<file path="src/rtl/tls13_client_hello_parser_top_assert.svh">
// assertion macros for the clienthello parser top level
// expects i_clk and i_rst_n in the scope where the macros are used
`ifndef TLS13_CLIENT_HELLO_PARSER_TOP_ASSERT_SVH
`define TLS13_CLIENT_HELLO_PARSER_TOP_ASSERT_SVH

// condition must hold in the same cycle as the trigger
`define TCHP_ASSERT_SAME(lbl, trig, cond) \
    lbl: assert property (@(posedge i_clk) disable iff (!i_rst_n) \
        (trig) |-> (cond)) else $error("tchp check failed");

// condition must hold in the cycle after the trigger
`define TCHP_ASSERT_NEXT(lbl, trig, cond) \
    lbl: assert property (@(posedge i_clk) disable iff (!i_rst_n) \
        (trig) |=> (cond)) else $error("tchp check failed");

`endif

</file>
<file path="src/rtl/tchp_pkg.sv">
`timescale 1ns / 1ps
// shared types and constants of the clienthello parser
// no dependencies
package tchp_pkg;

    typedef enum logic [4:0] {
        P_TYPE, P_LEN, P_VER, P_RANDOM, P_SIDLEN, P_SID, P_CSLEN, P_CSENT,
        P_COMP, P_EXTLEN, P_EXTHDR, P_SKIP, P_KSVEC, P_KSGRP, P_KSKLEN, P_KSKEY,
        P_SALEN, P_SABODY, P_SGLEN, P_SGENT, P_SVLEN, P_SVENT, P_PMLEN, P_PMENT,
        P_PSKIDS, P_PSKIDLEN, P_PSKID, P_PSKPAD, P_PSKBHDR, P_PSKBIND, P_FAIL
    } t_phase;

    typedef enum logic [1:0] {
        ST_BYTE, ST_CPL, ST_OUT
    } t_eng_state;

    localparam logic [1:0] STATUS_OK       = 2'd0;
    localparam logic [1:0] STATUS_BAD_TYPE = 2'd1;
    localparam logic [1:0] STATUS_DECODE   = 2'd2;
    localparam logic [1:0] STATUS_ILLEGAL  = 2'd3;

    localparam logic [1:0] CFG_CIPHER = 2'd0;
    localparam logic [1:0] CFG_GROUP  = 2'd1;
    localparam logic [1:0] CFG_PKLEN  = 2'd2;

    localparam logic [15:0] CFG_CIPHER_RST = 16'd4865;
    localparam logic [15:0] CFG_GROUP_RST  = 16'd29;
    localparam logic [15:0] CFG_PKLEN_RST  = 16'd32;

    localparam logic [15:0] EXT_PSK       = 16'd41;
    localparam logic [15:0] EXT_VERSIONS  = 16'd43;
    localparam logic [15:0] EXT_PSK_MODES = 16'd45;
    localparam logic [15:0] EXT_KEY_SHARE = 16'd51;
    localparam logic [15:0] EXT_GROUPS    = 16'd10;
    localparam logic [15:0] EXT_SIG_ALGS  = 16'd13;

    localparam logic [31:0] HS_CLIENT_HELLO = 32'd1;
    localparam logic [15:0] LEGACY_VERSION  = 16'h0303;
    localparam logic [15:0] TLS13_VERSION   = 16'h0304;
    localparam logic [15:0] NULL_COMP       = 16'h0100;
    localparam logic [7:0]  MAX_SID_LEN     = 8'd32;
    localparam logic [31:0] PSK_DHE_KE      = 32'd1;
    localparam logic [7:0]  BINDER_LEN      = 8'd32;

    localparam int FLG_CIPHER   = 0;
    localparam int FLG_KEYSHARE = 1;
    localparam int FLG_TLS13    = 2;
    localparam int FLG_GROUPS   = 3;
    localparam int FLG_GROUP_OK = 4;
    localparam int FLG_PSKDHE   = 5;
    localparam int FLG_PSK      = 6;
    localparam int FLG_KSMATCH  = 7;

    typedef struct packed {
        logic [7:0] data;
        logic       last;
    } t_beat;

    typedef struct packed {
        logic [15:0] cipher;
        logic [15:0] group;
        logic [15:0] pk_len;
    } t_cfg;

    typedef struct packed {
        logic [1:0]  status;
        logic [5:0]  sid_len;
        logic [13:0] ks_off;
        logic [13:0] sa_off;
        logic [13:0] sa_len;
        logic        psk;
        logic [13:0] id_off;
        logic [13:0] id_len;
        logic [13:0] trunc;
        logic [13:0] bind_off;
    } t_result;

    typedef struct packed {
        logic pop;
        logic res_load;
    } t_eng_stat;

endpackage

</file>
<file path="src/rtl/tchp_in_if.sv">
`timescale 1ns / 1ps
// byte channel into the clienthello parser
// no dependencies
interface tchp_in_if;
    logic       valid;
    logic       ready;
    logic [7:0] data_byte;
    logic       last_byte;

    modport source (output valid, output data_byte, output last_byte, input ready);
    modport sink (input valid, input data_byte, input last_byte, output ready);
endinterface

</file>
<file path="src/rtl/tchp_out_if.sv">
`timescale 1ns / 1ps
// result channel out of the clienthello parser
// no dependencies
interface tchp_out_if;
    logic        valid;
    logic        ready;
    logic [1:0]  status;
    logic [5:0]  session_id_len;
    logic [13:0] key_share_offset;
    logic [13:0] sig_algs_offset;
    logic [13:0] sig_algs_len;
    logic        psk_offered;
    logic [13:0] psk_identity_offset;
    logic [13:0] psk_identity_len;
    logic [13:0] binder_trunc_len;
    logic [13:0] binder_offset;

    modport source (output valid, input ready, output status, output session_id_len,
        output key_share_offset, output sig_algs_offset, output sig_algs_len,
        output psk_offered, output psk_identity_offset, output psk_identity_len,
        output binder_trunc_len, output binder_offset);
    modport sink (input valid, output ready, input status, input session_id_len,
        input key_share_offset, input sig_algs_offset, input sig_algs_len,
        input psk_offered, input psk_identity_offset, input psk_identity_len,
        input binder_trunc_len, input binder_offset);
endinterface

</file>
<file path="src/rtl/tchp_front.sv">
`timescale 1ns / 1ps
// front end: takes byte beats and holds them in a two-entry queue
// depends on tchp_pkg and tchp_in_if
module tchp_front (
    input  logic              i_clk,
    input  logic              i_rst_n,
    tchp_in_if.sink           s_in,
    input  logic              i_pop,
    output logic              o_q_valid,
    output tchp_pkg::t_beat   o_q_beat
);

    tchp_pkg::t_beat r_buf [2];
    logic            r_wp, r_rp;
    logic [1:0]      r_cnt;
    logic            push;

    assign s_in.ready = (r_cnt != 2'd2);
    assign push       = s_in.valid && s_in.ready;
    assign o_q_valid  = (r_cnt != 2'd0);
    assign o_q_beat   = r_buf[r_rp];

    always_ff @(posedge i_clk) begin
        if (!i_rst_n) begin
            r_wp  <= 1'b0;
            r_rp  <= 1'b0;
            r_cnt <= 2'd0;
        end else begin
            if (push) r_wp <= ~r_wp;
            if (i_pop) r_rp <= ~r_rp;
            r_cnt <= r_cnt + 2'(push) - 2'(i_pop);
        end
    end

    always_ff @(posedge i_clk) begin
        if (push) begin
            r_buf[r_wp].data <= s_in.data_byte;
            r_buf[r_wp].last <= s_in.last_byte;
        end
    end

endmodule

</file>
<file path="src/rtl/tchp_parser.sv">
`timescale 1ns / 1ps
// back end: message walker, extension checks and result register
// depends on tchp_pkg and tchp_out_if
module tchp_parser #(
    parameter int MAX_MSG_BYTES  = 16384,
    parameter int MAX_EXTENSIONS = 24
) (
    input  logic                 i_clk,
    input  logic                 i_rst_n,
    input  tchp_pkg::t_cfg       i_cfg,
    input  logic                 i_q_valid,
    input  tchp_pkg::t_beat      i_q_beat,
    output tchp_pkg::t_eng_stat  o_stat,
    tchp_out_if.source           m_out
);

    localparam int PW = $clog2(MAX_MSG_BYTES + 2);
    localparam int EW = ((PW > 16) ? PW : 16) + 1;
    localparam int IW = (MAX_EXTENSIONS > 1) ? $clog2(MAX_EXTENSIONS) : 1;
    localparam int CW = $clog2(MAX_EXTENSIONS + 1);

    tchp_pkg::t_eng_state r_eng, n_eng;
    tchp_pkg::t_phase     r_phase, n_phase;
    logic [PW-1:0] r_pos, n_pos, r_nxt, n_nxt;
    logic [15:0]   r_fr, n_fr;
    logic [31:0]   r_word, n_word;
    logic [EW-1:0] r_exts_end, n_exts_end, r_ext_end, n_ext_end;
    logic [EW-1:0] r_inner_end, n_inner_end;
    logic [15:0]   r_seen [MAX_EXTENSIONS];
    logic [CW-1:0] r_cnt, n_cnt;
    logic [7:0]    r_flags, n_flags;
    logic [1:0]    r_err, n_err;
    logic          r_last, n_last;
    logic [5:0]    r_sid_len, n_sid_len;
    logic [13:0]   r_ks_off, n_ks_off, r_sa_off, n_sa_off, r_sa_len, n_sa_len;
    logic [15:0]   r_ks_len, n_ks_len;
    logic [13:0]   r_id_off, n_id_off, r_id_len, n_id_len;
    logic [13:0]   r_trunc, n_trunc, r_bind_off, n_bind_off;
    logic [7:0]    r_bind_len, n_bind_len;

    logic          r_ov;
    tchp_pkg::t_result r_res, n_res;

    logic          pop, res_load;
    logic          seen_we;
    logic [IW-1:0] seen_idx;
    logic          dup;
    logic [EW-1:0] nx, hdr_end;
    logic [31:0]   nx32;
    logic [24:0]   len_sum;
    logic          c_fail, c_beg, c_done, c_list;
    tchp_pkg::t_phase c_ph, c_lph;
    logic [15:0]   c_n, c_lsz;
    logic [EW-1:0] c_lend;
    logic [1:0]    st;

    assign nx      = EW'(r_nxt);
    assign nx32    = 32'(r_nxt);
    assign hdr_end = nx + EW'(r_word[15:0]);
    assign len_sum = 25'd4 + 25'(r_word[23:0]);

    // parallel compare of the extension type against every type seen so far
    always_comb begin
        dup = 1'b0;
        for (int k = 0; k < MAX_EXTENSIONS; k++) begin
            if (CW'(k) < r_cnt && r_seen[k] == r_word[31:16]) dup = 1'b1;
        end
    end

    // engine next state
    always_comb begin
        n_eng = r_eng;
        case (r_eng)
            tchp_pkg::ST_BYTE: begin
                if (i_q_valid) begin
                    if (n_phase != tchp_pkg::P_FAIL && n_fr == 16'd0)
                        n_eng = tchp_pkg::ST_CPL;
                    else if (i_q_beat.last)
                        n_eng = tchp_pkg::ST_OUT;
                end
            end
            tchp_pkg::ST_CPL: begin
                if (!(n_phase != tchp_pkg::P_FAIL && n_fr == 16'd0))
                    n_eng = r_last ? tchp_pkg::ST_OUT : tchp_pkg::ST_BYTE;
            end
            tchp_pkg::ST_OUT: begin
                if (res_load) n_eng = tchp_pkg::ST_BYTE;
            end
            default: n_eng = tchp_pkg::ST_BYTE;
        endcase
    end

    // final status from the state left by the last byte
    always_comb begin
        if (r_err != tchp_pkg::STATUS_OK)
            st = r_err;
        else if (!(r_phase == tchp_pkg::P_EXTHDR && r_fr == 16'd4 && nx == r_exts_end))
            st = tchp_pkg::STATUS_DECODE;
        else if (!r_flags[tchp_pkg::FLG_CIPHER] || !r_flags[tchp_pkg::FLG_KEYSHARE] ||
                 r_ks_len != i_cfg.pk_len || !r_flags[tchp_pkg::FLG_TLS13] ||
                 !r_flags[tchp_pkg::FLG_GROUPS] || !r_flags[tchp_pkg::FLG_GROUP_OK] ||
                 (r_flags[tchp_pkg::FLG_PSK] &&
                  (r_bind_len != tchp_pkg::BINDER_LEN || !r_flags[tchp_pkg::FLG_PSKDHE])))
            st = tchp_pkg::STATUS_ILLEGAL;
        else
            st = tchp_pkg::STATUS_OK;
        n_res = '0;
        n_res.status = st;
        if (st == tchp_pkg::STATUS_OK) begin
            n_res.sid_len = r_sid_len;
            n_res.ks_off  = r_ks_off;
            n_res.sa_off  = r_sa_off;
            n_res.sa_len  = r_sa_len;
            if (r_flags[tchp_pkg::FLG_PSK]) begin
                n_res.psk      = 1'b1;
                n_res.id_off   = r_id_off;
                n_res.id_len   = r_id_len;
                n_res.trunc    = r_trunc;
                n_res.bind_off = r_bind_off;
            end
        end
    end

    // datapath outputs of the engine
    always_comb begin
        n_phase = r_phase;  n_pos = r_pos;  n_nxt = r_nxt;  n_fr = r_fr;
        n_word = r_word;  n_exts_end = r_exts_end;  n_ext_end = r_ext_end;
        n_inner_end = r_inner_end;  n_cnt = r_cnt;  n_flags = r_flags;
        n_err = r_err;  n_last = r_last;  n_sid_len = r_sid_len;
        n_ks_off = r_ks_off;  n_ks_len = r_ks_len;  n_sa_off = r_sa_off;
        n_sa_len = r_sa_len;  n_id_off = r_id_off;  n_id_len = r_id_len;
        n_trunc = r_trunc;  n_bind_off = r_bind_off;  n_bind_len = r_bind_len;
        pop = 1'b0;  res_load = 1'b0;  seen_we = 1'b0;  seen_idx = r_cnt[IW-1:0];
        c_fail = 1'b0;  c_beg = 1'b0;  c_done = 1'b0;  c_list = 1'b0;
        c_ph = tchp_pkg::P_TYPE;  c_lph = tchp_pkg::P_TYPE;
        c_n = 16'd0;  c_lsz = 16'd0;  c_lend = r_inner_end;

        case (r_eng)
            tchp_pkg::ST_BYTE: begin
                if (i_q_valid) begin
                    pop    = 1'b1;
                    n_last = i_q_beat.last;
                    n_nxt  = r_pos + PW'(1);
                    if (r_phase != tchp_pkg::P_FAIL) begin
                        if (r_phase > tchp_pkg::P_LEN && EW'(r_pos) >= r_exts_end)
                            c_fail = 1'b1;
                        else if (r_phase >= tchp_pkg::P_SKIP && EW'(r_pos) >= r_ext_end)
                            c_fail = 1'b1;
                        else begin
                            n_word = {r_word[23:0], i_q_beat.data};
                            if (r_fr != 16'd0) n_fr = r_fr - 16'd1;
                        end
                    end
                    if (r_pos < PW'(MAX_MSG_BYTES)) n_pos = r_pos + PW'(1);
                end
            end
            tchp_pkg::ST_CPL: begin
                case (r_phase)
                    tchp_pkg::P_TYPE: begin
                        if (r_word != tchp_pkg::HS_CLIENT_HELLO) begin
                            n_err   = tchp_pkg::STATUS_BAD_TYPE;
                            n_phase = tchp_pkg::P_FAIL;
                        end else begin
                            c_beg = 1'b1;  c_ph = tchp_pkg::P_LEN;  c_n = 16'd3;
                        end
                    end
                    tchp_pkg::P_LEN: begin
                        if (len_sum > 25'(MAX_MSG_BYTES)) c_fail = 1'b1;
                        else begin
                            n_exts_end = EW'(len_sum);
                            c_beg = 1'b1;  c_ph = tchp_pkg::P_VER;  c_n = 16'd2;
                        end
                    end
                    tchp_pkg::P_VER: begin
                        if (r_word != 32'(tchp_pkg::LEGACY_VERSION)) c_fail = 1'b1;
                        else begin
                            c_beg = 1'b1;  c_ph = tchp_pkg::P_RANDOM;  c_n = 16'd32;
                        end
                    end
                    tchp_pkg::P_RANDOM: begin
                        c_beg = 1'b1;  c_ph = tchp_pkg::P_SIDLEN;  c_n = 16'd1;
                    end
                    tchp_pkg::P_SIDLEN: begin
                        if (r_word > 32'(tchp_pkg::MAX_SID_LEN)) c_fail = 1'b1;
                        else begin
                            n_sid_len = r_word[5:0];
                            c_beg = 1'b1;  c_ph = tchp_pkg::P_SID;  c_n = 16'(r_word[7:0]);
                        end
                    end
                    tchp_pkg::P_SID: begin
                        c_beg = 1'b1;  c_ph = tchp_pkg::P_CSLEN;  c_n = 16'd2;
                    end
                    tchp_pkg::P_CSLEN: begin
                        if (r_word[0]) c_fail = 1'b1;
                        else if (r_word[15:0] == 16'd0) begin
                            c_beg = 1'b1;  c_ph = tchp_pkg::P_COMP;  c_n = 16'd2;
                        end else begin
                            n_inner_end = hdr_end;
                            c_beg = 1'b1;  c_ph = tchp_pkg::P_CSENT;  c_n = 16'd2;
                        end
                    end
                    tchp_pkg::P_CSENT: begin
                        if (r_word == 32'(i_cfg.cipher)) n_flags[tchp_pkg::FLG_CIPHER] = 1'b1;
                        c_beg = 1'b1;  c_n = 16'd2;
                        c_ph = (nx < r_inner_end) ? tchp_pkg::P_CSENT : tchp_pkg::P_COMP;
                    end
                    tchp_pkg::P_COMP: begin
                        if (r_word != 32'(tchp_pkg::NULL_COMP)) c_fail = 1'b1;
                        else begin
                            c_beg = 1'b1;  c_ph = tchp_pkg::P_EXTLEN;  c_n = 16'd2;
                        end
                    end
                    tchp_pkg::P_EXTLEN: begin
                        if (hdr_end != r_exts_end) c_fail = 1'b1;
                        else begin
                            c_beg = 1'b1;  c_ph = tchp_pkg::P_EXTHDR;  c_n = 16'd4;
                        end
                    end
                    tchp_pkg::P_EXTHDR: begin
                        n_ext_end = hdr_end;
                        if (hdr_end > r_exts_end || r_flags[tchp_pkg::FLG_PSK] || dup ||
                            r_cnt >= CW'(MAX_EXTENSIONS))
                            c_fail = 1'b1;
                        else begin
                            seen_we = 1'b1;
                            n_cnt   = r_cnt + CW'(1);
                            c_beg   = 1'b1;
                            c_n     = 16'd2;
                            case (r_word[31:16])
                                tchp_pkg::EXT_KEY_SHARE: c_ph = tchp_pkg::P_KSVEC;
                                tchp_pkg::EXT_SIG_ALGS:  c_ph = tchp_pkg::P_SALEN;
                                tchp_pkg::EXT_GROUPS:    c_ph = tchp_pkg::P_SGLEN;
                                tchp_pkg::EXT_VERSIONS: begin
                                    c_ph = tchp_pkg::P_SVLEN;  c_n = 16'd1;
                                end
                                tchp_pkg::EXT_PSK_MODES: begin
                                    c_ph = tchp_pkg::P_PMLEN;  c_n = 16'd1;
                                end
                                tchp_pkg::EXT_PSK: begin
                                    n_flags[tchp_pkg::FLG_PSK] = 1'b1;
                                    c_ph = tchp_pkg::P_PSKIDS;
                                end
                                default: begin
                                    c_ph = tchp_pkg::P_SKIP;  c_n = r_word[15:0];
                                end
                            endcase
                        end
                    end
                    tchp_pkg::P_SKIP, tchp_pkg::P_SABODY: c_done = 1'b1;
                    tchp_pkg::P_KSVEC: begin
                        n_inner_end = hdr_end;
                        if (hdr_end > r_ext_end) c_fail = 1'b1;
                        else begin
                            c_list = 1'b1;  c_lph = tchp_pkg::P_KSGRP;
                            c_lsz = 16'd2;  c_lend = hdr_end;
                        end
                    end
                    tchp_pkg::P_KSGRP: begin
                        n_flags[tchp_pkg::FLG_KSMATCH] = (r_word == 32'(i_cfg.group));
                        c_beg = 1'b1;  c_ph = tchp_pkg::P_KSKLEN;  c_n = 16'd2;
                    end
                    tchp_pkg::P_KSKLEN: begin
                        if (r_flags[tchp_pkg::FLG_KSMATCH]) begin
                            n_ks_off = nx32[13:0];
                            n_ks_len = r_word[15:0];
                            n_flags[tchp_pkg::FLG_KEYSHARE] = 1'b1;
                        end
                        c_beg = 1'b1;  c_ph = tchp_pkg::P_KSKEY;  c_n = r_word[15:0];
                    end
                    tchp_pkg::P_KSKEY: begin
                        c_list = 1'b1;  c_lph = tchp_pkg::P_KSGRP;  c_lsz = 16'd2;
                    end
                    tchp_pkg::P_SALEN: begin
                        n_sa_off = nx32[13:0];
                        n_sa_len = r_word[13:0];
                        c_beg = 1'b1;  c_ph = tchp_pkg::P_SABODY;  c_n = r_word[15:0];
                    end
                    tchp_pkg::P_SGLEN: begin
                        n_flags[tchp_pkg::FLG_GROUPS] = 1'b1;
                        c_lend = nx + EW'({r_word[15:1], 1'b0});
                        n_inner_end = c_lend;
                        c_list = 1'b1;  c_lph = tchp_pkg::P_SGENT;  c_lsz = 16'd2;
                    end
                    tchp_pkg::P_SGENT: begin
                        if (r_word == 32'(i_cfg.group)) n_flags[tchp_pkg::FLG_GROUP_OK] = 1'b1;
                        c_list = 1'b1;  c_lph = tchp_pkg::P_SGENT;  c_lsz = 16'd2;
                    end
                    tchp_pkg::P_SVLEN: begin
                        c_lend = nx + EW'({r_word[7:1], 1'b0});
                        n_inner_end = c_lend;
                        c_list = 1'b1;  c_lph = tchp_pkg::P_SVENT;  c_lsz = 16'd2;
                    end
                    tchp_pkg::P_SVENT: begin
                        if (r_word == 32'(tchp_pkg::TLS13_VERSION))
                            n_flags[tchp_pkg::FLG_TLS13] = 1'b1;
                        c_list = 1'b1;  c_lph = tchp_pkg::P_SVENT;  c_lsz = 16'd2;
                    end
                    tchp_pkg::P_PMLEN: begin
                        c_lend = nx + EW'(r_word[7:0]);
                        n_inner_end = c_lend;
                        c_list = 1'b1;  c_lph = tchp_pkg::P_PMENT;  c_lsz = 16'd1;
                    end
                    tchp_pkg::P_PMENT: begin
                        if (r_word == tchp_pkg::PSK_DHE_KE) n_flags[tchp_pkg::FLG_PSKDHE] = 1'b1;
                        c_list = 1'b1;  c_lph = tchp_pkg::P_PMENT;  c_lsz = 16'd1;
                    end
                    tchp_pkg::P_PSKIDS: begin
                        n_inner_end = hdr_end;
                        c_beg = 1'b1;  c_ph = tchp_pkg::P_PSKIDLEN;  c_n = 16'd2;
                    end
                    tchp_pkg::P_PSKIDLEN: begin
                        n_id_off = nx32[13:0];
                        n_id_len = r_word[13:0];
                        c_beg = 1'b1;  c_ph = tchp_pkg::P_PSKID;  c_n = r_word[15:0];
                    end
                    tchp_pkg::P_PSKID: begin
                        if (r_inner_end < nx || r_inner_end > r_ext_end) c_fail = 1'b1;
                        else begin
                            c_beg = 1'b1;  c_ph = tchp_pkg::P_PSKPAD;
                            c_n = 16'(r_inner_end - nx);
                        end
                    end
                    tchp_pkg::P_PSKPAD: begin
                        n_trunc = nx32[13:0];
                        c_beg = 1'b1;  c_ph = tchp_pkg::P_PSKBHDR;  c_n = 16'd3;
                    end
                    tchp_pkg::P_PSKBHDR: begin
                        n_bind_len = r_word[7:0];
                        n_bind_off = nx32[13:0];
                        c_beg = 1'b1;  c_ph = tchp_pkg::P_PSKBIND;  c_n = 16'(r_word[7:0]);
                    end
                    tchp_pkg::P_PSKBIND: begin
                        if (nx > r_ext_end) c_fail = 1'b1;
                        else begin
                            c_beg = 1'b1;  c_ph = tchp_pkg::P_SKIP;
                            c_n = 16'(r_ext_end - nx);
                        end
                    end
                    default: c_fail = 1'b1;
                endcase
            end
            tchp_pkg::ST_OUT: begin
                if (!r_ov || m_out.ready) begin
                    res_load = 1'b1;
                    n_phase = tchp_pkg::P_TYPE;  n_pos = '0;  n_fr = 16'd1;  n_word = '0;
                    n_exts_end = '0;  n_ext_end = '0;  n_inner_end = '0;  n_cnt = '0;
                    n_flags = '0;  n_err = tchp_pkg::STATUS_OK;  n_sid_len = '0;
                    n_ks_off = '0;  n_ks_len = '0;  n_sa_off = '0;  n_sa_len = '0;
                    n_id_off = '0;  n_id_len = '0;  n_trunc = '0;  n_bind_off = '0;
                    n_bind_len = '0;
                end
            end
            default: ;
        endcase

        // list walk: next entry or close the extension
        if (c_list) begin
            if (nx < c_lend) begin
                c_beg = 1'b1;  c_ph = c_lph;  c_n = c_lsz;
            end else
                c_done = 1'b1;
        end
        if (c_done) begin
            if (nx != r_ext_end) c_fail = 1'b1;
            else begin
                c_beg = 1'b1;  c_ph = tchp_pkg::P_EXTHDR;  c_n = 16'd4;
            end
        end
        if (c_beg) begin
            n_phase = c_ph;  n_fr = c_n;  n_word = '0;
        end
        if (c_fail) begin
            n_err   = (r_err == tchp_pkg::STATUS_OK) ? tchp_pkg::STATUS_DECODE : r_err;
            n_phase = tchp_pkg::P_FAIL;
        end
    end

    always_ff @(posedge i_clk) begin
        if (!i_rst_n) begin
            r_eng <= tchp_pkg::ST_BYTE;  r_phase <= tchp_pkg::P_TYPE;
            r_pos <= '0;  r_nxt <= '0;  r_fr <= 16'd1;  r_word <= '0;
            r_exts_end <= '0;  r_ext_end <= '0;  r_inner_end <= '0;
            r_cnt <= '0;  r_flags <= '0;  r_err <= tchp_pkg::STATUS_OK;  r_last <= 1'b0;
            r_sid_len <= '0;  r_ks_off <= '0;  r_ks_len <= '0;  r_sa_off <= '0;
            r_sa_len <= '0;  r_id_off <= '0;  r_id_len <= '0;  r_trunc <= '0;
            r_bind_off <= '0;  r_bind_len <= '0;  r_ov <= 1'b0;
        end else begin
            r_eng <= n_eng;  r_phase <= n_phase;
            r_pos <= n_pos;  r_nxt <= n_nxt;  r_fr <= n_fr;  r_word <= n_word;
            r_exts_end <= n_exts_end;  r_ext_end <= n_ext_end;  r_inner_end <= n_inner_end;
            r_cnt <= n_cnt;  r_flags <= n_flags;  r_err <= n_err;  r_last <= n_last;
            r_sid_len <= n_sid_len;  r_ks_off <= n_ks_off;  r_ks_len <= n_ks_len;
            r_sa_off <= n_sa_off;  r_sa_len <= n_sa_len;  r_id_off <= n_id_off;
            r_id_len <= n_id_len;  r_trunc <= n_trunc;  r_bind_off <= n_bind_off;
            r_bind_len <= n_bind_len;
            if (res_load) r_ov <= 1'b1;
            else if (m_out.ready) r_ov <= 1'b0;
        end
    end

    always_ff @(posedge i_clk) begin
        if (seen_we) r_seen[seen_idx] <= r_word[31:16];
        if (res_load) r_res <= n_res;
    end

    assign o_stat.pop      = pop;
    assign o_stat.res_load = res_load;

    assign m_out.valid               = r_ov;
    assign m_out.status              = r_res.status;
    assign m_out.session_id_len      = r_res.sid_len;
    assign m_out.key_share_offset    = r_res.ks_off;
    assign m_out.sig_algs_offset     = r_res.sa_off;
    assign m_out.sig_algs_len        = r_res.sa_len;
    assign m_out.psk_offered         = r_res.psk;
    assign m_out.psk_identity_offset = r_res.id_off;
    assign m_out.psk_identity_len    = r_res.id_len;
    assign m_out.binder_trunc_len    = r_res.trunc;
    assign m_out.binder_offset       = r_res.bind_off;

endmodule

</file>
<file path="src/rtl/tls13_client_hello_parser_top.sv">
`timescale 1ns / 1ps
// clienthello parser top level: config registers, front queue, back-end walker
// depends on tchp_pkg, tchp_in_if, tchp_out_if, tchp_front, tchp_parser
//
// i_data carries one message byte per beat with a last flag; o_res gives one
// result beat per message, after its last byte, with status and field offsets.
// config is written through i_cfg_we / i_cfg_idx / i_cfg_wdata; the user must
// write it only while idle, as the block does not enforce this. the walker
// takes each byte in its byte state, then passes through a completion step
// for every field that completes on it (zero-length fields chain). after the
// last byte it enters an output state that forms the status and loads the
// result register that drives o_res; completion steps hold off the next byte.
// a two-entry queue takes bytes while the walker is busy; a result register
// lets the walker start the next message while o_res is stalled, and the
// walker waits only when a new result is ready and the old one is not taken.
// reset returns the config registers to their defaults and the walker to the
// start of a message; the queue and result register are emptied.
module tls13_client_hello_parser_top #(
    parameter int MAX_MSG_BYTES  = 16384,
    parameter int MAX_EXTENSIONS = 24
) (
    input  logic        i_clk,
    input  logic        i_rst_n,
    input  logic        i_cfg_we,
    input  logic [1:0]  i_cfg_idx,
    input  logic [15:0] i_cfg_wdata,
    tchp_in_if.sink     i_data,
    tchp_out_if.source  o_res
);

    `include "tls13_client_hello_parser_top_assert.svh"

    tchp_pkg::t_cfg      r_cfg;
    logic                q_valid;
    tchp_pkg::t_beat     q_beat;
    tchp_pkg::t_eng_stat eng_stat;

    always_ff @(posedge i_clk) begin
        if (!i_rst_n) begin
            r_cfg.cipher <= tchp_pkg::CFG_CIPHER_RST;
            r_cfg.group  <= tchp_pkg::CFG_GROUP_RST;
            r_cfg.pk_len <= tchp_pkg::CFG_PKLEN_RST;
        end else if (i_cfg_we) begin
            case (i_cfg_idx)
                tchp_pkg::CFG_CIPHER: r_cfg.cipher <= i_cfg_wdata;
                tchp_pkg::CFG_GROUP:  r_cfg.group  <= i_cfg_wdata;
                tchp_pkg::CFG_PKLEN:  r_cfg.pk_len <= i_cfg_wdata;
                default: ;
            endcase
        end
    end

    tchp_front u_front (
        .i_clk     (i_clk),
        .i_rst_n   (i_rst_n),
        .s_in      (i_data),
        .i_pop     (eng_stat.pop),
        .o_q_valid (q_valid),
        .o_q_beat  (q_beat)
    );

    tchp_parser #(
        .MAX_MSG_BYTES  (MAX_MSG_BYTES),
        .MAX_EXTENSIONS (MAX_EXTENSIONS)
    ) u_parser (
        .i_clk     (i_clk),
        .i_rst_n   (i_rst_n),
        .i_cfg     (r_cfg),
        .i_q_valid (q_valid),
        .i_q_beat  (q_beat),
        .o_stat    (eng_stat),
        .m_out     (o_res)
    );

    // walker only takes a beat the queue holds
    `TCHP_ASSERT_SAME(a_pop_has_beat, eng_stat.pop, q_valid)
    // a new result never overwrites one still waiting
    `TCHP_ASSERT_SAME(a_load_free, eng_stat.res_load, !o_res.valid || o_res.ready)
    `TCHP_ASSERT_NEXT(a_load_shows, eng_stat.res_load, o_res.valid)

endmodule
</file>
<file path="src/flat_wrapper.sv">
// flat-port wrapper written by rule: the top's interface ports become plain ports
module tls13_client_hello_parser_top_flat 
#(
    parameter int MAX_MSG_BYTES  = 16384,
    parameter int MAX_EXTENSIONS = 24
)
  (i_clk, i_rst_n, i_cfg_we, i_cfg_idx, i_cfg_wdata, i_data_valid, i_data_data_byte, i_data_last_byte, i_data_ready, o_res_valid, o_res_ready, o_res_status, o_res_session_id_len, o_res_key_share_offset, o_res_sig_algs_offset, o_res_sig_algs_len, o_res_psk_offered, o_res_psk_identity_offset, o_res_psk_identity_len, o_res_binder_trunc_len, o_res_binder_offset);
  tchp_in_if i_data_i ();
  tchp_out_if o_res_i ();
  input  logic i_clk;
  input  logic i_rst_n;
  input  logic i_cfg_we;
  input  logic [1:0] i_cfg_idx;
  input  logic [15:0] i_cfg_wdata;
  input wire logic [$bits(i_data_i.valid)-1:0] i_data_valid;
  input wire logic [$bits(i_data_i.data_byte)-1:0] i_data_data_byte;
  input wire logic [$bits(i_data_i.last_byte)-1:0] i_data_last_byte;
  output wire logic [$bits(i_data_i.ready)-1:0] i_data_ready;
  output wire logic [$bits(o_res_i.valid)-1:0] o_res_valid;
  input wire logic [$bits(o_res_i.ready)-1:0] o_res_ready;
  output wire logic [$bits(o_res_i.status)-1:0] o_res_status;
  output wire logic [$bits(o_res_i.session_id_len)-1:0] o_res_session_id_len;
  output wire logic [$bits(o_res_i.key_share_offset)-1:0] o_res_key_share_offset;
  output wire logic [$bits(o_res_i.sig_algs_offset)-1:0] o_res_sig_algs_offset;
  output wire logic [$bits(o_res_i.sig_algs_len)-1:0] o_res_sig_algs_len;
  output wire logic [$bits(o_res_i.psk_offered)-1:0] o_res_psk_offered;
  output wire logic [$bits(o_res_i.psk_identity_offset)-1:0] o_res_psk_identity_offset;
  output wire logic [$bits(o_res_i.psk_identity_len)-1:0] o_res_psk_identity_len;
  output wire logic [$bits(o_res_i.binder_trunc_len)-1:0] o_res_binder_trunc_len;
  output wire logic [$bits(o_res_i.binder_offset)-1:0] o_res_binder_offset;
  assign i_data_i.valid = i_data_valid;
  assign i_data_i.data_byte = i_data_data_byte;
  assign i_data_i.last_byte = i_data_last_byte;
  assign i_data_ready = i_data_i.ready;
  assign o_res_valid = o_res_i.valid;
  assign o_res_i.ready = o_res_ready;
  assign o_res_status = o_res_i.status;
  assign o_res_session_id_len = o_res_i.session_id_len;
  assign o_res_key_share_offset = o_res_i.key_share_offset;
  assign o_res_sig_algs_offset = o_res_i.sig_algs_offset;
  assign o_res_sig_algs_len = o_res_i.sig_algs_len;
  assign o_res_psk_offered = o_res_i.psk_offered;
  assign o_res_psk_identity_offset = o_res_i.psk_identity_offset;
  assign o_res_psk_identity_len = o_res_i.psk_identity_len;
  assign o_res_binder_trunc_len = o_res_i.binder_trunc_len;
  assign o_res_binder_offset = o_res_i.binder_offset;
  tls13_client_hello_parser_top #(.MAX_MSG_BYTES(MAX_MSG_BYTES), .MAX_EXTENSIONS(MAX_EXTENSIONS)) u_core (.i_clk(i_clk), .i_rst_n(i_rst_n), .i_cfg_we(i_cfg_we), .i_cfg_idx(i_cfg_idx), .i_cfg_wdata(i_cfg_wdata), .i_data(i_data_i), .o_res(o_res_i));
endmodule
</file>
<file path="config.mk">
export PLATFORM = sky130hd
export DESIGN_NAME = tls13_client_hello_parser_top_flat
export DESIGN_NICKNAME = d
export VERILOG_FILES = /design/src/rtl/tchp_pkg.sv /design/src/rtl/tchp_in_if.sv /design/src/rtl/tchp_out_if.sv /design/src/rtl/tchp_front.sv /design/src/rtl/tchp_parser.sv /design/src/rtl/tls13_client_hello_parser_top.sv /design/src/flat_wrapper.sv
export VERILOG_INCLUDE_DIRS = /design/src /design/src/rtl
export SDC_FILE = /design/constraint.sdc
export NUM_CORES = 2
export LEC_CHECK = 0
export CORE_MARGIN = 1
export CORE_UTILIZATION = 40
export DETAILED_ROUTE_END_ITERATION = 10
export DONT_BUFFER_PORTS = 1
export REMOVE_ABC_BUFFERS = 1
export SYNTH_ARGS = -nofsm -noshare
export SYNTH_HDL_FRONTEND = slang
export SYNTH_SLANG_ARGS = --single-unit
</file>
<file path="constraint.sdc">
create_clock -name i_clk -period 25.1 [get_ports i_clk]
set_input_delay 5.02 -clock i_clk [delete_from_list [all_inputs] [get_ports i_clk]]
set_output_delay 5.02 -clock i_clk [all_outputs]
set_load 0.03 [all_outputs]
</file>
==> flow_metrics.py <==
metrics = {
    "run_status": {
        "status": "finished clean",
    },
    "synth": {
        "ys.flop_type": "edfxtp_1",
        "synth.distinct_cells": 107,
        "synthArstFlopShare_pct": 0,
        "synth-seq-cells": 827,
        "synth_edf_count": 493,
        "syn_area_per_cell_um2": 10.1,
        "syn-cell-area_mm2": 0.0435,
        "seq_area_frac_synth_pct": 49.4,
        "yosys_warnings": 0,
        "syn_inst": 4325,
    },
    "clock_tree": {
        "ctsHtreeMaxLevel": 3,
        "clockBufferDepth": 3,
        "cts_setup_buffers": 0,
        "cts-resized-gates": 0,
        "cts_tree": "built",
        "worstSkewPairLatency_ps": 700,
        "root_buffer": "clkbuf_16",
        "cts_made_buffers": 90,
        "ctsHoldBuffers": 0,
        "path_clk_slew_ps": 60,
        "cts.sinks": 827,
    },
    "critical_path": {
        "cp_common_cell": "a21oi_1",
        "worstSetupStartpointType": "flop",
        "slowest_stage": "nor3_2",
        "path_delay_family": "compound AO/OA/AOI/OAI gates",
        "cp.arrival_ps": 10690,
        "critPathMaxStageDelay_ps": 820,
        "worstSetupPathType": "flop to flop",
        "r2r_slack_ps": 15010,
        "cp_num_buf_inv": 0,
        "worstPathRequired_ps": 25700,
        "path_max_fanout": 13,
        "cp-end-kind": "flop",
    },
    "final_layout": {
        "drive_above_1_share_pct": 7.41,
        "fillers": 10200,
        "stdcell_area_mm2": 0.0479,
        "final_cell_mix": "nand2_1, edfxtp_1, a21oi_1",
        "fin_nets": 4451,
        "syn_to_final_growth_pct": 10.2,
        "final_common_cell": "nand2_1",
        "multi_input_area_mm2": 0.0205,
        "ff_latch_area_mm2": 0.0215,
    },
    "detailed_routing": {
        "wire_per_inst_um": 24.4,
        "via_per_inst": 5.82,
        "vias": 33300,
        "drc_errors": 0,
        "wirelength_um": 140000,
        "detail-route-antenna-nets": 0,
        "drt_iter0_drc": 3354,
        "drtPass1Iterations": 8,
    },
    "sta": {
        "fin_ws_ps": 15010,
        "finalCritPeriodShare_pct": 40.2,
        "hold_viol": 0,
        "max_slew_margin_pct": 16.9,
        "drv_slew": 0,
        "setup_tns_ps": 0,
        "fin_skew_ps": 42.2,
        "fmax_mhz": 99.1,
        "rsz0062_at_grt": "false",
        "tightest_slew_ps": 1240,
        "setup_violations": 0,
        "min_period_ps": 10090,
    },
    "global_routing": {
        "grt_overflow_total": 0,
        "grt_pass1_wl_um": 207000,
        "grt_max_degree": 106,
        "antenna_found_initial": 3,
        "grt.total_usage_pct": 24.8,
        "grt_pass1_vias": 31200,
    },
    "floorplan": {
        "initial_utilization_pct": 40.5,
        "die_area_mm2": 0.110,
        "fp.coreArea_mm2": 0.107,
        "die_w_um": 332,
        "ios": 141,
        "row_count": 120,
        "fp.dieH_um": 332,
    },
    "power": {
        "seq_power_share_pct": 33.4,
        "p_leak_nw": 17.2,
        "ir_worst_vdd_mv": 0.0968,
        "power.share.clock_pct": 26.1,
        "p_switching_mw": 2.25,
        "intPower_mw": 3.08,
        "comb_power_share_pct": 40.5,
        "p_per_area_mw_per_mm2": 111,
        "power_switching_share_pct": 42.2,
    },
    "place": {
        "io_buffers": 0,
        "dp.final_hpwl_um": 97200,
        "pre_cts_ws_ps": 15260,
        "place_area_mm2": 0.0448,
        "place_congestion": 0.984,
    },
    "worst_hold_path": {
        "hold_path_class": "flop to flop",
    },
    "job": {
        "cap_violations": 0,
    },
}
[power groups by stage]
stage          Sequential [mW]  Combinational [mW]  Clock (mW)
6_report                  1.78                2.16        1.39
4_1_cts                   1.78                2.10        1.42
3_5_place_dp              1.80                2.09           0
3_3_place_gp              1.80                2.09           0
2_1_floorplan             1.79                1.33           0
5_1_grt                   1.79                2.29        1.47
[path summary, 6_finish.rpt]
kind                                  end                          from  cells past startpoint
max reg2reg      u_core.u_parser.r_eng[1]     u_core.u_parser.r_word[7]                     36
min          u_core.u_parser.r_ks_off[11]  u_core.u_parser.r_ks_off[11]                      2
max              u_core.u_parser.r_eng[1]     u_core.u_parser.r_word[7]                     36
min reg2reg  u_core.u_parser.r_ks_off[11]  u_core.u_parser.r_ks_off[11]                      2
[cell usage after synthesis (all sizes together), types with 68 or more instances]
| master | instances | area, um2 |
|---|---|---|
| a21oi | 346 | 1740 |
| and2 | 74 | 463 |
| and3 | 95 | 594 |
| buf | 104 | 591 |
| clkbuf | 159 | 597 |
| dfxtp | 334 | 6690 |
| edfxtp | 493 | 14800 |
| ha | 170 | 2130 |
| inv | 93 | 349 |
| mux2i | 68 | 681 |
| nand2 | 503 | 1890 |
| nand3 | 86 | 435 |
| nand4 | 135 | 863 |
| nor2 | 339 | 1270 |
| nor3 | 90 | 470 |
| nor4 | 92 | 609 |
| o21ai | 102 | 518 |
| xnor2 | 303 | 2660 |
| xor2 | 225 | 1970 |
[flip-flops by register name, indices dropped and copies added (netlist names), 15 cells and up, named ones only]
name	cells
u_core.u_parser.r_seen	368
u_core.u_parser.r_inner_end	17
u_core.u_parser.r_nxt	15
u_core.r_cfg	48
u_core.u_parser.r_fr	16
u_core.u_parser.r_ks_len	16
u_core.u_parser.r_word	32
u_core.u_front.r_buf	18
u_core.u_parser.r_exts_end	17
u_core.u_parser.r_pos	15
u_core.u_parser.r_ext_end	17
[stage by stage]
stage / util, % / std cells / power (mW) / hold WS [ps]
after global routing: 44.6 / 5723 / 5.55 / 466
after detailed placement: 41.7 / 5556 / 3.90 / 443
after floorplan: - / 4062 / 3.12 / 432
after CTS: 44.6 / 5723 / 5.30 / 451
after global placement: 41.7 / 5556 / 3.89 / 438
final: 44.6 / 5724 / 5.33 / 450
[per-layer routing]
metal,vias up,share of wire (%),GRT usage (%)
met1,16400,45,35.0
li1,15400,-,-
met5,-,0,0
met2,1269,45,38.1
met3,281,7.2,3.81
met4,0,3.6,9.39
[logic make-up (layout without fill, tap and decap cells)]
kind of cell / Yosys count / in the layout / share of synthesized area (%)
fa+ha+maj: 174 / 174 / 5.08
mux: 73 / 73 / 1.70
xor+xnor: 528 / 528 / 10.7
simple gates: 1573 / 1573 / 17.9
compound gates: 793 / 793 / 11.7
flops: 827 / 827 / 49.4
buf+inv: 357 / 352 / 3.54
other cells: 0 / 1 / 0
[layout make-up]
cell class	instances	area share, %
Antenna cell	1	0.00522
Clock buffer	115	5.15
Clock inverter	52	1.29
Inverter	94	0.752
Multi-Input combinational cell	3141	42.8
Sequential cell	827	44.9
Tap cell	1403	3.66
Timing Repair Buffer	91	1.43
[worst register-to-register path, delay by kind of cell (launching register included)]
family	cells	cell delay, ps
AO/OA/AOI/OAI	23	4800
AND/OR/NAND/NOR	7	2460
adder cells (fa/ha/maj)	3	1160
flip-flops	1	800
XOR/XNOR	1	400
multiplexers	2	390
(Power assumes the default switching activity.)
